--- src/design/dfc_pkg.sv ---
`default_nettype none

package dfc_pkg;

    // default widths
    localparam int DUTY_BITS_DEF = 12;
    localparam int TIME_BITS_DEF = 32;

    // configuration field widths
    localparam int WIN_W      = 16;
    localparam int FADE_W     = 16;
    localparam int MAX_DUTY_W = 12;

    // register file addressing
    localparam int ADDR_W    = 4;
    localparam int REG_IDX_W = 2;
    localparam int DATA_W    = 32;

    localparam logic [REG_IDX_W-1:0] REG_WINDOW   = 2'd0;
    localparam logic [REG_IDX_W-1:0] REG_FADE     = 2'd1;
    localparam logic [REG_IDX_W-1:0] REG_DARK     = 2'd2;
    localparam logic [REG_IDX_W-1:0] REG_MAX_DUTY = 2'd3;

    // register reset values
    localparam logic [WIN_W-1:0]      WINDOW_RST   = 16'd1500;
    localparam logic [FADE_W-1:0]     FADE_RST     = 16'd1000;
    localparam logic                  DARK_RST     = 1'b1;
    localparam logic [MAX_DUTY_W-1:0] MAX_DUTY_RST = 12'd4095;

    // lamp modes
    localparam logic [1:0] MODE_OFF      = 2'd0;
    localparam logic [1:0] MODE_FADE_IN  = 2'd1;
    localparam logic [1:0] MODE_ON       = 2'd2;
    localparam logic [1:0] MODE_FADE_OUT = 2'd3;

endpackage

`default_nettype wire

--- src/design/dfc_div.sv ---
`default_nettype none

module dfc_div #(
    parameter int DUTY_BITS = dfc_pkg::DUTY_BITS_DEF
) (
    input  wire logic                        aclk,
    input  wire logic                        aresetn,
    input  wire logic                        start,
    input  wire logic [DUTY_BITS-1:0]        mul_a,
    input  wire logic [dfc_pkg::FADE_W-1:0]  mul_b,
    input  wire logic [dfc_pkg::FADE_W-1:0]  divisor,
    output logic                             done,
    output logic [DUTY_BITS-1:0]             quotient
);

    localparam int FW     = dfc_pkg::FADE_W;
    localparam int PROD_W = DUTY_BITS + FW;
    localparam int CNT_W  = $clog2(DUTY_BITS);

    localparam logic [1:0] PH_IDLE = 2'd0;
    localparam logic [1:0] PH_MUL  = 2'd1;
    localparam logic [1:0] PH_RUN  = 2'd2;

    logic [1:0]           phase_reg, phase_next;
    logic [CNT_W-1:0]     cnt_reg, cnt_next;
    logic                 done_reg, done_next;
    logic [DUTY_BITS-1:0] a_reg, a_next;
    logic [FW-1:0]        b_reg, b_next;
    logic [FW-1:0]        d_reg, d_next;
    logic [FW-1:0]        rem_reg, rem_next;
    logic [DUTY_BITS-1:0] quo_reg, quo_next;

    logic [PROD_W-1:0]    prod;
    logic [FW:0]          shifted;
    logic [FW:0]          trial;

    // product, then one restoring step per quotient bit
    assign prod    = PROD_W'(a_reg) * PROD_W'(b_reg);
    assign shifted = {rem_reg, quo_reg[DUTY_BITS-1]};
    assign trial   = shifted - {1'b0, d_reg};

    always_comb begin
        phase_next = phase_reg;
        cnt_next   = cnt_reg;
        done_next  = 1'b0;
        a_next     = a_reg;
        b_next     = b_reg;
        d_next     = d_reg;
        rem_next   = rem_reg;
        quo_next   = quo_reg;
        case (phase_reg)
            PH_IDLE: begin
                if (start) begin
                    a_next     = mul_a;
                    b_next     = mul_b;
                    d_next     = divisor;
                    phase_next = PH_MUL;
                end
            end
            PH_MUL: begin
                // upper part is below the divisor since the quotient fits the duty width
                rem_next   = prod[PROD_W-1:DUTY_BITS];
                quo_next   = prod[DUTY_BITS-1:0];
                cnt_next   = CNT_W'(DUTY_BITS - 1);
                phase_next = PH_RUN;
            end
            PH_RUN: begin
                if (!trial[FW]) begin
                    rem_next = trial[FW-1:0];
                    quo_next = {quo_reg[DUTY_BITS-2:0], 1'b1};
                end else begin
                    rem_next = shifted[FW-1:0];
                    quo_next = {quo_reg[DUTY_BITS-2:0], 1'b0};
                end
                if (cnt_reg == '0) begin
                    done_next  = 1'b1;
                    phase_next = PH_IDLE;
                end else begin
                    cnt_next = cnt_reg - 1'b1;
                end
            end
            default: begin
                phase_next = PH_IDLE;
            end
        endcase
    end

    // control state
    always_ff @(posedge aclk) begin
        if (!aresetn) begin
            phase_reg <= PH_IDLE;
            done_reg  <= 1'b0;
            cnt_reg   <= '0;
        end else begin
            phase_reg <= phase_next;
            done_reg  <= done_next;
            cnt_reg   <= cnt_next;
        end
    end

    // operands and working registers
    always_ff @(posedge aclk) begin
        a_reg   <= a_next;
        b_reg   <= b_next;
        d_reg   <= d_next;
        rem_reg <= rem_next;
        quo_reg <= quo_next;
    end

    assign done     = done_reg;
    assign quotient = quo_reg;

endmodule

`default_nettype wire

--- src/design/debounced_dusk_fade_controller_top.sv ---
// Dusk lamp controller: debounces a light comparator level and fades a PWM duty.
// Input channel (s_valid/s_ready): one sample per transfer, a millisecond
// timestamp s_now_ms and the raw comparator level s_raw_level.
// Result channel (m_valid/m_ready): one result per sample, the PWM duty,
// the lamp state (off, fading in, on, fading out) and the debounced level.
// Configuration goes through the APB port: window at 0x0, fade time at 0x4,
// dark level at 0x8, full duty at 0xC; write only while the block is idle.
// One sample is worked on at a time. The priming sample goes from the debounce
// step straight to the result, any other sample without a ramp step through the
// debounce and fade steps; during a fade the ramp value goes through a shared
// multiply and restoring divide unit, one quotient bit per cycle. s_ready
// returns together with m_valid, so a new sample is taken only once the last
// one has reached the output register.
// The output register holds a finished result while the receiver stalls; a
// new sample is still taken then, and its result waits until the old one
// leaves. Reset (synchronous, active low) restores the register defaults and
// unprimes the block: the first sample after reset sets the lamp directly.

`default_nettype none

module debounced_dusk_fade_controller_top #(
    parameter int DUTY_BITS = dfc_pkg::DUTY_BITS_DEF,
    parameter int TIME_BITS = dfc_pkg::TIME_BITS_DEF
) (
    input  wire logic                         aclk,
    input  wire logic                         aresetn,
    // configuration port
    input  wire logic                         psel,
    input  wire logic                         penable,
    input  wire logic                         pwrite,
    input  wire logic [dfc_pkg::ADDR_W-1:0]   paddr,
    input  wire logic [dfc_pkg::DATA_W-1:0]   pwdata,
    output logic [dfc_pkg::DATA_W-1:0]        prdata,
    output logic                              pready,
    // sample channel
    input  wire logic                         s_valid,
    output logic                              s_ready,
    input  wire logic [TIME_BITS-1:0]         s_now_ms,
    input  wire logic                         s_raw_level,
    // result channel
    output logic                              m_valid,
    input  wire logic                         m_ready,
    output logic [DUTY_BITS-1:0]              m_duty,
    output logic [1:0]                        m_lamp_state,
    output logic                              m_stable_level
);

    localparam int WW = dfc_pkg::WIN_W;
    localparam int FW = dfc_pkg::FADE_W;
    localparam int MW = dfc_pkg::MAX_DUTY_W;

    localparam logic [2:0] ST_IDLE = 3'd0;
    localparam logic [2:0] ST_DEB  = 3'd1;
    localparam logic [2:0] ST_FADE = 3'd2;
    localparam logic [2:0] ST_DIV  = 3'd3;
    localparam logic [2:0] ST_DONE = 3'd4;

    // configuration registers
    logic [WW-1:0]        win_reg;
    logic [FW-1:0]        dur_reg;
    logic                 dark_reg;
    logic [DUTY_BITS-1:0] max_duty_reg;

    logic [dfc_pkg::REG_IDX_W-1:0] reg_idx;
    logic                          cfg_write;
    logic [MW-1:0]                 wr_max_duty;

    // sequencer and lamp state
    logic [2:0]           state_reg, state_next;
    logic [TIME_BITS-1:0] now_reg, now_next;
    logic                 raw_reg, raw_next;
    logic                 primed_reg, primed_next;
    logic [1:0]           mode_reg, mode_next;
    logic [DUTY_BITS-1:0] duty_reg, duty_next;
    logic                 acc_reg, acc_next;
    logic                 prev_reg, prev_next;
    logic [TIME_BITS-1:0] chg_reg, chg_next;
    logic [TIME_BITS-1:0] fst_reg, fst_next;

    // output register
    logic                 m_valid_reg, m_valid_next;
    logic [DUTY_BITS-1:0] m_duty_reg, m_duty_next;
    logic [1:0]           m_mode_reg, m_mode_next;
    logic                 m_stable_reg, m_stable_next;

    logic [TIME_BITS-1:0] since_chg;
    logic                 stable_ok;
    logic [TIME_BITS-1:0] elapsed;
    logic                 fade_over;

    logic                 div_start;
    logic                 div_done;
    logic [DUTY_BITS-1:0] div_quo;

    // apb register file
    assign reg_idx     = paddr[dfc_pkg::ADDR_W-1:2];
    assign cfg_write   = psel && penable && pwrite;
    assign wr_max_duty = pwdata[MW-1:0];
    assign pready      = 1'b1;

    always_ff @(posedge aclk) begin
        if (!aresetn) begin
            win_reg      <= dfc_pkg::WINDOW_RST;
            dur_reg      <= dfc_pkg::FADE_RST;
            dark_reg     <= dfc_pkg::DARK_RST;
            max_duty_reg <= DUTY_BITS'(dfc_pkg::MAX_DUTY_RST);
        end else if (cfg_write) begin
            case (reg_idx)
                dfc_pkg::REG_WINDOW:   win_reg      <= pwdata[WW-1:0];
                dfc_pkg::REG_FADE:     dur_reg      <= pwdata[FW-1:0];
                dfc_pkg::REG_DARK:     dark_reg     <= pwdata[0];
                dfc_pkg::REG_MAX_DUTY: max_duty_reg <= DUTY_BITS'(wr_max_duty);
                default: ;
            endcase
        end
    end

    // register readback
    always_comb begin
        case (reg_idx)
            dfc_pkg::REG_WINDOW:   prdata = dfc_pkg::DATA_W'(win_reg);
            dfc_pkg::REG_FADE:     prdata = dfc_pkg::DATA_W'(dur_reg);
            dfc_pkg::REG_DARK:     prdata = dfc_pkg::DATA_W'(dark_reg);
            dfc_pkg::REG_MAX_DUTY: prdata = dfc_pkg::DATA_W'(max_duty_reg);
            default:               prdata = '0;
        endcase
    end

    // debounce check: a fresh raw change has zero hold time
    assign since_chg = now_reg - chg_reg;
    assign stable_ok = (raw_reg != prev_reg) ? (win_reg == '0)
                                             : (since_chg >= TIME_BITS'(win_reg));

    // fade progress
    assign elapsed   = now_reg - fst_reg;
    assign fade_over = elapsed >= TIME_BITS'(dur_reg);

    // shared multiply and divide unit for the ramp
    dfc_div #(
        .DUTY_BITS (DUTY_BITS)
    ) u_div (
        .aclk     (aclk),
        .aresetn  (aresetn),
        .start    (div_start),
        .mul_a    (max_duty_reg),
        .mul_b    (elapsed[FW-1:0]),
        .divisor  (dur_reg),
        .done     (div_done),
        .quotient (div_quo)
    );

    // sequencer
    always_comb begin
        state_next    = state_reg;
        now_next      = now_reg;
        raw_next      = raw_reg;
        primed_next   = primed_reg;
        mode_next     = mode_reg;
        duty_next     = duty_reg;
        acc_next      = acc_reg;
        prev_next     = prev_reg;
        chg_next      = chg_reg;
        fst_next      = fst_reg;
        m_valid_next  = m_valid_reg;
        m_duty_next   = m_duty_reg;
        m_mode_next   = m_mode_reg;
        m_stable_next = m_stable_reg;
        div_start     = 1'b0;

        if (m_valid_reg && m_ready) begin
            m_valid_next = 1'b0;
        end

        case (state_reg)
            ST_IDLE: begin
                if (s_valid) begin
                    now_next   = s_now_ms;
                    raw_next   = s_raw_level;
                    state_next = ST_DEB;
                end
            end
            ST_DEB: begin
                if (!primed_reg) begin
                    primed_next = 1'b1;
                    acc_next    = raw_reg;
                    prev_next   = raw_reg;
                    chg_next    = now_reg;
                    if (raw_reg == dark_reg) begin
                        mode_next = dfc_pkg::MODE_ON;
                        duty_next = max_duty_reg;
                    end else begin
                        mode_next = dfc_pkg::MODE_OFF;
                        duty_next = '0;
                    end
                    state_next = ST_DONE;
                end else begin
                    if (raw_reg != prev_reg) begin
                        prev_next = raw_reg;
                        chg_next  = now_reg;
                    end
                    if (stable_ok && (raw_reg != acc_reg)) begin
                        acc_next  = raw_reg;
                        mode_next = (raw_reg == dark_reg) ? dfc_pkg::MODE_FADE_IN
                                                          : dfc_pkg::MODE_FADE_OUT;
                        fst_next  = now_reg;
                    end
                    state_next = ST_FADE;
                end
            end
            ST_FADE: begin
                case (mode_reg)
                    dfc_pkg::MODE_FADE_IN: begin
                        if (fade_over) begin
                            duty_next  = max_duty_reg;
                            mode_next  = dfc_pkg::MODE_ON;
                            state_next = ST_DONE;
                        end else begin
                            div_start  = 1'b1;
                            state_next = ST_DIV;
                        end
                    end
                    dfc_pkg::MODE_FADE_OUT: begin
                        if (fade_over) begin
                            duty_next  = '0;
                            mode_next  = dfc_pkg::MODE_OFF;
                            state_next = ST_DONE;
                        end else begin
                            div_start  = 1'b1;
                            state_next = ST_DIV;
                        end
                    end
                    dfc_pkg::MODE_ON: begin
                        duty_next  = max_duty_reg;
                        state_next = ST_DONE;
                    end
                    default: begin
                        duty_next  = '0;
                        state_next = ST_DONE;
                    end
                endcase
            end
            ST_DIV: begin
                if (div_done) begin
                    duty_next  = (mode_reg == dfc_pkg::MODE_FADE_IN) ? div_quo
                                                                     : max_duty_reg - div_quo;
                    state_next = ST_DONE;
                end
            end
            ST_DONE: begin
                if (!m_valid_reg || m_ready) begin
                    m_valid_next  = 1'b1;
                    m_duty_next   = duty_reg;
                    m_mode_next   = mode_reg;
                    m_stable_next = acc_reg;
                    state_next    = ST_IDLE;
                end
            end
            default: begin
                state_next = ST_IDLE;
            end
        endcase
    end

    // control and lamp state
    always_ff @(posedge aclk) begin
        if (!aresetn) begin
            state_reg   <= ST_IDLE;
            primed_reg  <= 1'b0;
            mode_reg    <= dfc_pkg::MODE_OFF;
            duty_reg    <= '0;
            acc_reg     <= 1'b0;
            prev_reg    <= 1'b0;
            chg_reg     <= '0;
            fst_reg     <= '0;
            m_valid_reg <= 1'b0;
        end else begin
            state_reg   <= state_next;
            primed_reg  <= primed_next;
            mode_reg    <= mode_next;
            duty_reg    <= duty_next;
            acc_reg     <= acc_next;
            prev_reg    <= prev_next;
            chg_reg     <= chg_next;
            fst_reg     <= fst_next;
            m_valid_reg <= m_valid_next;
        end
    end

    // sample and result payload
    always_ff @(posedge aclk) begin
        now_reg      <= now_next;
        raw_reg      <= raw_next;
        m_duty_reg   <= m_duty_next;
        m_mode_reg   <= m_mode_next;
        m_stable_reg <= m_stable_next;
    end

    assign s_ready        = (state_reg == ST_IDLE);
    assign m_valid        = m_valid_reg;
    assign m_duty         = m_duty_reg;
    assign m_lamp_state   = m_mode_reg;
    assign m_stable_level = m_stable_reg;

`ifndef SYNTH
    // an accepted sample always goes to the debounce step next
    assert property (@(posedge aclk) disable iff (!aresetn)
        s_valid && s_ready |=> state_reg == ST_DEB)
        else $error("sample transfer did not start the debounce step");

    // the ramp unit only reports back while the sequencer waits for it
    assert property (@(posedge aclk) disable iff (!aresetn)
        div_done |-> state_reg == ST_DIV)
        else $error("ramp result arrived outside the divide wait");

    // a lamp that is on shows full duty
    assert property (@(posedge aclk) disable iff (!aresetn)
        m_valid && m_lamp_state == dfc_pkg::MODE_ON |-> m_duty == max_duty_reg)
        else $error("lamp on without full duty");

    // a lamp that is off shows zero duty
    assert property (@(posedge aclk) disable iff (!aresetn)
        m_valid && m_lamp_state == dfc_pkg::MODE_OFF |-> m_duty == '0)
        else $error("lamp off with nonzero duty");

    // duty never goes past full brightness
    assert property (@(posedge aclk) disable iff (!aresetn)
        m_valid |-> m_duty <= max_duty_reg)
        else $error("duty above full brightness");
`endif

endmodule

`default_nettype wire

--- config.mk ---
export PLATFORM = sky130hd
export DESIGN_NAME = debounced_dusk_fade_controller_top
export DESIGN_NICKNAME = d
export VERILOG_FILES = /design/src/design/dfc_pkg.sv /design/src/design/dfc_div.sv /design/src/design/debounced_dusk_fade_controller_top.sv
export SDC_FILE = /design/constraint.sdc
export NUM_CORES = 1
export LEC_CHECK = 0
export BUFFER_PORTS_ARGS = -buffer_cell sky130_fd_sc_hd__buf_4
export CAP_MARGIN = 10
export CORE_UTILIZATION = 50
export CTS_CLUSTER_DIAMETER = 50
export DETAILED_ROUTE_END_ITERATION = 7
export GPL_TIMING_DRIVEN = 1
export MAX_ROUTING_LAYER = met4
export PLACE_DENSITY = 0.67
export SLEW_MARGIN = 20
export SYNTH_ARGS = -nofsm -noshare
export SYNTH_HDL_FRONTEND = slang
export SYNTH_SLANG_ARGS = --single-unit
--- constraint.sdc ---
create_clock -name aclk -period 17.5 [get_ports aclk]
set_input_delay 1.75 -clock aclk [delete_from_list [all_inputs] [get_ports aclk]]
set_output_delay 1.75 -clock aclk [all_outputs]
set_load 0.1 [all_outputs]
# After elaboration in Yosys (flattened, before gate mapping)

Index checks and enable logic that the tools add are counted.

Eq/ne operators: 28
Add/sub/neg operators: 5
Reductions and logical operators: 31
$lt $le $gt $ge: 2
Muxes and demuxes: 47
$mul: 1

Operators by type and width:

| cell                                                  | count |
|---|---|
| one-hot mux 32 bit (4 select lines)                   | 1 |
| 2-to-1 mux 12 bit                                     | 6 |
| one-hot mux 12 bit (3 select lines)                   | 2 |
| >= comparator 32 x 16 -> 1 bit                        | 2 |
| 2-to-1 mux 32 bit                                     | 2 |
| subtractor 32 bit                                     | 2 |
| one-hot mux 16 bit (2 select lines)                   | 1 |
| multiplier 12 x 16 -> 28 bit                          | 1 |
| one-hot mux 12 bit (2 select lines)                   | 1 |
| AND reduction 2 bit                                   | 12 |
| 2-to-1 mux 3 bit                                      | 6 |
| subtractor 17 x 16 -> 17 bit                          | 1 |
| logical NOT 16 bit                                    | 1 |
| 2-to-1 mux 16 bit                                     | 1 |
| 2-to-1 mux 2 bit                                      | 8 |
| one-hot mux 3 bit (5 select lines)                    | 1 |
| 2-to-1 mux 1 bit                                      | 13 |
| inequality test 3 bit, second input constant          | 4 |
| subtractor 12 bit                                     | 1 |
| equality test 2 bit, second input constant            | 5 |
| inequality test 2 bit, second input constant          | 5 |
| AND reduction 5 bit                                   | 2 |
| inequality test 2 x 1 -> 1 bit, second input constant | 4 |
| one-hot mux 2 bit (2 select lines)                    | 2 |
| other kinds (20)                                      | 30 |

Bits of input ports: 76
Register bits: 257
Word-level logic and storage cells: 140
Output and inout bits: 50

# Longest topological paths before layout

Word-level depth: 7
Depth in mapped cells: 25
Mapped depth without buffers: 24

# Cells and area by module

Synthesis repeated with hierarchy kept, for this count alone.

Cells, all modules: 2509
Area, all modules: 22102.4 µm²

Modules (own cells, without submodules):

| module                             | cells an instance | instances | seq. area each (µm²) | area an instance (µm²) |
|---|---|---|---|---|
| debounced_dusk_fade_controller_top | 1496              | 1         | 4043.9               | 12285.5 |
| dfc_div                            | 1013              | 1         | 2302.2               | 9816.9 |

# Worst setup path after synthesis

Ideal clock, no wire load.

Kind: flip-flop to flip-flop
Start point: register now_reg[0]
End point: register u_div.a_reg[0], enable pin
Path slack: 10867 ps
Stages on the path, launching flop included: 24
Library setup time: 446 ps
Required time: 17054 ps
Path buffers: 0
Clock period less this slack: 6633 ps
Data arrival time: 6188 ps
Path through: edfxtp_1 inv_1 ha_1 inv_1 fa_1 a211oi_1 o21ai_0 a21oi_1 or2_2 nand2_1 a21o_1 a21oi_1 xnor2_1 ha_1 nand4_1 or3_1 nand4_1 nor4_1 nand4_1 nor4_1 o211ai_1 nor4bb_1 nand4_1 nor2_1

Word-level cells in the longest chain between the ends: 6

Ends and longest elaborated chain:

| element                              | line                                                                                 | RTL |
|---|---|---|
| from (decl)                          | debounced_dusk_fade_controller_top.sv:70                                             | `logic [TIME_BITS-1:0] now_reg, now_next;` |
| from (signal assigned)               | debounced_dusk_fade_controller_top.sv:291                                            | `now_reg <= now_next;` |
| subtractor 32 bit                    | debounced_dusk_fade_controller_top.sv:135                                            | `assign elapsed = now_reg - fst_reg;` |
| net elapsed[14]                      | debounced_dusk_fade_controller_top.sv:88                                             | `logic [TIME_BITS-1:0] elapsed;` |
| >= comparator 32 x 16 -> 1 bit       | debounced_dusk_fade_controller_top.sv:136                                            | `assign fade_over = elapsed >= TIME_BITS'(dur_reg);` |
| 2-to-1 mux 1 bit                     | debounced_dusk_fade_controller_top.sv:213, debounced_dusk_fade_controller_top.sv:223 |  |
| 2-to-1 mux 1 bit                     | -                                                                                    |  |
| 2-to-1 mux 1 bit                     | debounced_dusk_fade_controller_top.sv:174                                            | `case (state_reg)` |
| AND reduction 2 bit (no source line) | -                                                                                    |  |
| to (signal assigned)                 | dfc_div.sv:103                                                                       | `a_reg <= a_next;` |
| to (decl)                            | dfc_div.sv:27                                                                        | `logic [DUTY_BITS-1:0] a_reg, a_next;` |

The timed path passes the listed nets, and every way through them passes these cells.
A chain may end at the register's enable or synchronous reset.

# Final worst setup path

Start point: register u_div.a_reg[11]
End point: register u_div.rem_reg[14], data pin

Word-level cells in the longest chain between the ends: 2

Ends and longest elaborated chain:

| element                             | line           | RTL |
|---|---|---|
| multiplier 12 x 16 -> 28 bit        | dfc_div.sv:38  | `assign prod = PROD_W'(a_reg) * PROD_W'(b_reg);` |
| one-hot mux 16 bit (2 select lines) | dfc_div.sv:51  | `case (phase_reg)` |
| net u_div.rem_next[14]              | dfc_div.sv:30  | `logic [FW-1:0] rem_reg, rem_next;` |
| to (signal assigned)                | dfc_div.sv:106 | `rem_reg <= rem_next;` |
| to (decl)                           | dfc_div.sv:30  |  |

The timed path passes the listed nets, and every way through them passes these cells.

==> reports/results.tsv <==
metric	value	unit
run_status	finished clean	
synth_common_cells	nand2_1 (444), inv_1 (342), ha_1 (193)	
dp.cells	3151	
wl_per_cell	17.9	microns
die_w	213	microns
cp_common_cell	fa_1	
grt_max_degree	90	
grt_pass1_wl	93600	microns
wl	57400	microns
grt_pass1_vias	17900	
crit_path_top_delay_cell	edfxtp_1	
globalRouteTotalUtil	26.8	%
power_density	70.2	nW/um^2
cts_tree	built	
syn_avg_cell_area	8.65	sq um
layout_setup_ws	10.45	ns
fin_crit_sh	40.3	%
synth_ff_type	dfxtp_1	
overflow	0	
hold_path.class	reg2reg	
cts_buffer_depth	3	
async_reset_ff_share	0	%
crit_fanout	16	
synth.most_common_cell	nand2_1	
critical_path_class	reg2reg	
hold_viol_final	0	
ys_warn_count	0	
wl_met3	2760	microns
ys_types	91	
critical_path_cell_count	20	
cpLargestDelayFamily	adder cells	
cts_resized	0	
final_util	56.3	%
clkSlewWorstSetupHoldPaths	0.06	ns
maxSlewHeadroom	24.2	%
synth_top_cell_area_share	16.2	%
synthCells	2572	
fin_setup_tns	0	ns
area.growth.synth_to_final	10.1	%
hold_buffers	0	
coreArea	43500	sq um
placed_area	23300	sq um
dpl_worst_slack	10.51	ns
maxClockFrequency	142	MHz
fin_crit	7.05	ns
place_congestion	0.965	
ys_seq_area_share	28.5	%
synth-seq-cells	257	
slew_violations	0	
setup_viol	0	
wl_met2	26200	microns
htreeDepth	2	
end_kind	flop	
crit_chain	nand2_1 > fa_1 > fa_1 > inv_1 > fa_1 > fa_1 > inv_1 > fa_1 > inv_1 > ha_1 > a21o_1 > nor3_1 > a21oi_1 > a41o_1 > o41ai_1 > o21ai_0 > nand2_1 > a21oi_1 > or4_1 > a41o_1	
hold_depth	0	
reg2regPathDepth	20	
vias	18100	
fin_cells	3214	
initial_core_util	51.2	%
chipHeight	213	microns
cts_root_buffer	clkbuf_16	
clock-sinks	257	
yosys-top-cells-area	edfxtp_1 (16%), fa_1 (13%), dfxtp_1 (12%)	
num_rows	76	
leakage	10.5	nW
io_buffer_count	90	
ant_nets	0	
fillers	3987	
final_area	24500	sq um
startpoint_type	flop	
drtPass1Iterations	5	
drv_cap	0	
layout-drive-gt1-share	8.22	%
rsz0062_at_grt	no	
worst_slew_pin_slew	1.13	ns
drtIter0Drc	1215	
synth_edf_count	120	
nets	3016	
fin_skew	0.0344	ns
die_area	45300	sq um
diodes	0	
cts_setup_buffers	0	
avgViaCountPerCell	5.62	
grt_antenna_before_repair	0	
io_pins	126	
drcViolationCount	0	
yosysTopAreaCell	edfxtp_1	
clkLatencyLatePin	0.54	ns
syn_area	22200	sq um
path_buf_inv	3	
cp_slowest_stage_delay	0.76	ns
worstPathArrival	7.33	ns
top_layer	met4	
vdd_ir_drop_max	116	uV
place_hpwl	45300	microns
cts-buffers-inserted	35	
critPathRequiredTime	17.78	ns
wl_met1	26500	microns
[cell usage in the layout, fill, tap and decap left out, types with 15 or more instances in the layout]
cell and count:
a211oi_1 20, a21o_1 45, a21oi_1 176, a31oi_1 15, and2_1 79, buf_4 108, clkbuf_16 38, conb_1 17
dfxtp_1 137, edfxtp_1 120, fa_1 144, ha_1 193, inv_1 341, mux2i_1 59, nand2_1 444, nand2b_1 17
nand3_1 40, nand4_1 20, nor2_1 92, nor2b_1 17, nor3_1 33, o211ai_1 40, o21a_1 25, o21ai_0 87
xnor2_1 46, xor2_1 28
[path summary, 6_finish.rpt]
check	from	end	slack, ns
hold reg to reg	duty_reg[0]$_SDFFE_PN0P_	m_duty[0]$_DFFE_PP_	0.43
setup reg to reg	u_div.a_reg[11]$_DFFE_PP_	u_div.rem_reg[14]$_DFFE_PP_	10.45
setup / recovery	u_div.a_reg[11]$_DFFE_PP_	u_div.rem_reg[14]$_DFFE_PP_	10.45
hold / removal	duty_reg[0]$_SDFFE_PN0P_	m_duty[0]$_DFFE_PP_	0.43
[cell type report]
cell class / instances / area [sq um] / area share, %
clock inverter: 21 / 229 / 0.935
clock buffer: 42 / 976 / 3.99
timing repair buffer: 108 / 811 / 3.31
tap: 585 / 732 / 2.99
inverter: 342 / 1280 / 5.24
multi-input combinational: 1859 / 14100 / 57.6
sequential: 257 / 6350 / 25.9
[worst register-to-register path: stages (launching register included)]
cell and delay [ns]:
edfxtp_1 0.76, nand2_1 0.18, fa_1 0.53, fa_1 0.57, inv_1 0.06, fa_1 0.52
fa_1 0.55, inv_1 0.05, fa_1 0.57, inv_1 0.05, ha_1 0.35, a21o_1 0.20
nor3_1 0.13, a21oi_1 0.18, a41o_1 0.32, o41ai_1 0.57, o21ai_0 0.32, nand2_1 0.13
a21oi_1 0.10, or4_1 0.41, a41o_1 0.22
[through the flow]
step,power [mW],hold WS (ns)
floorplan,0.915,0.402
global placement,0.992,0.422
detailed placement,0.996,0.422
CTS,1.73,0.433
global route,1.79,0.448
finish,1.72,0.432
[logic make-up (layout without fill, tap and decap cells)]
group / Yosys count / in the layout / share of synthesized area [%]
compound gates: 533 / 533 / 15.8
xor+xnor: 75 / 75 / 3.01
fa+ha+maj: 337 / 337 / 23.8
buf+inv: 471 / 513 / 8.46
flops: 257 / 257 / 28.5
mux: 65 / 65 / 3.01
other cells: 2 / 17 / 0.0338
simple gates: 832 / 832 / 17.4
[per-layer routing]
metal	vias to the layer above	GRT usage, %
met5	-	-
met4	0	9.87
met3	95	2.75
met2	458	42.4
met1	8762	35.6
li1	8761	-
[report_power, final]
group	internal (mW)	leakage [nW]	switching [mW]	total [mW]
Clock	0.439	0.598	0.293	0.732
Combinational	0.112	7.71	0.209	0.321
Sequential	0.648	2.21	0.0189	0.667
Total	1.20	10.5	0.521	1.72
Power figures use the tool's default switching activity.
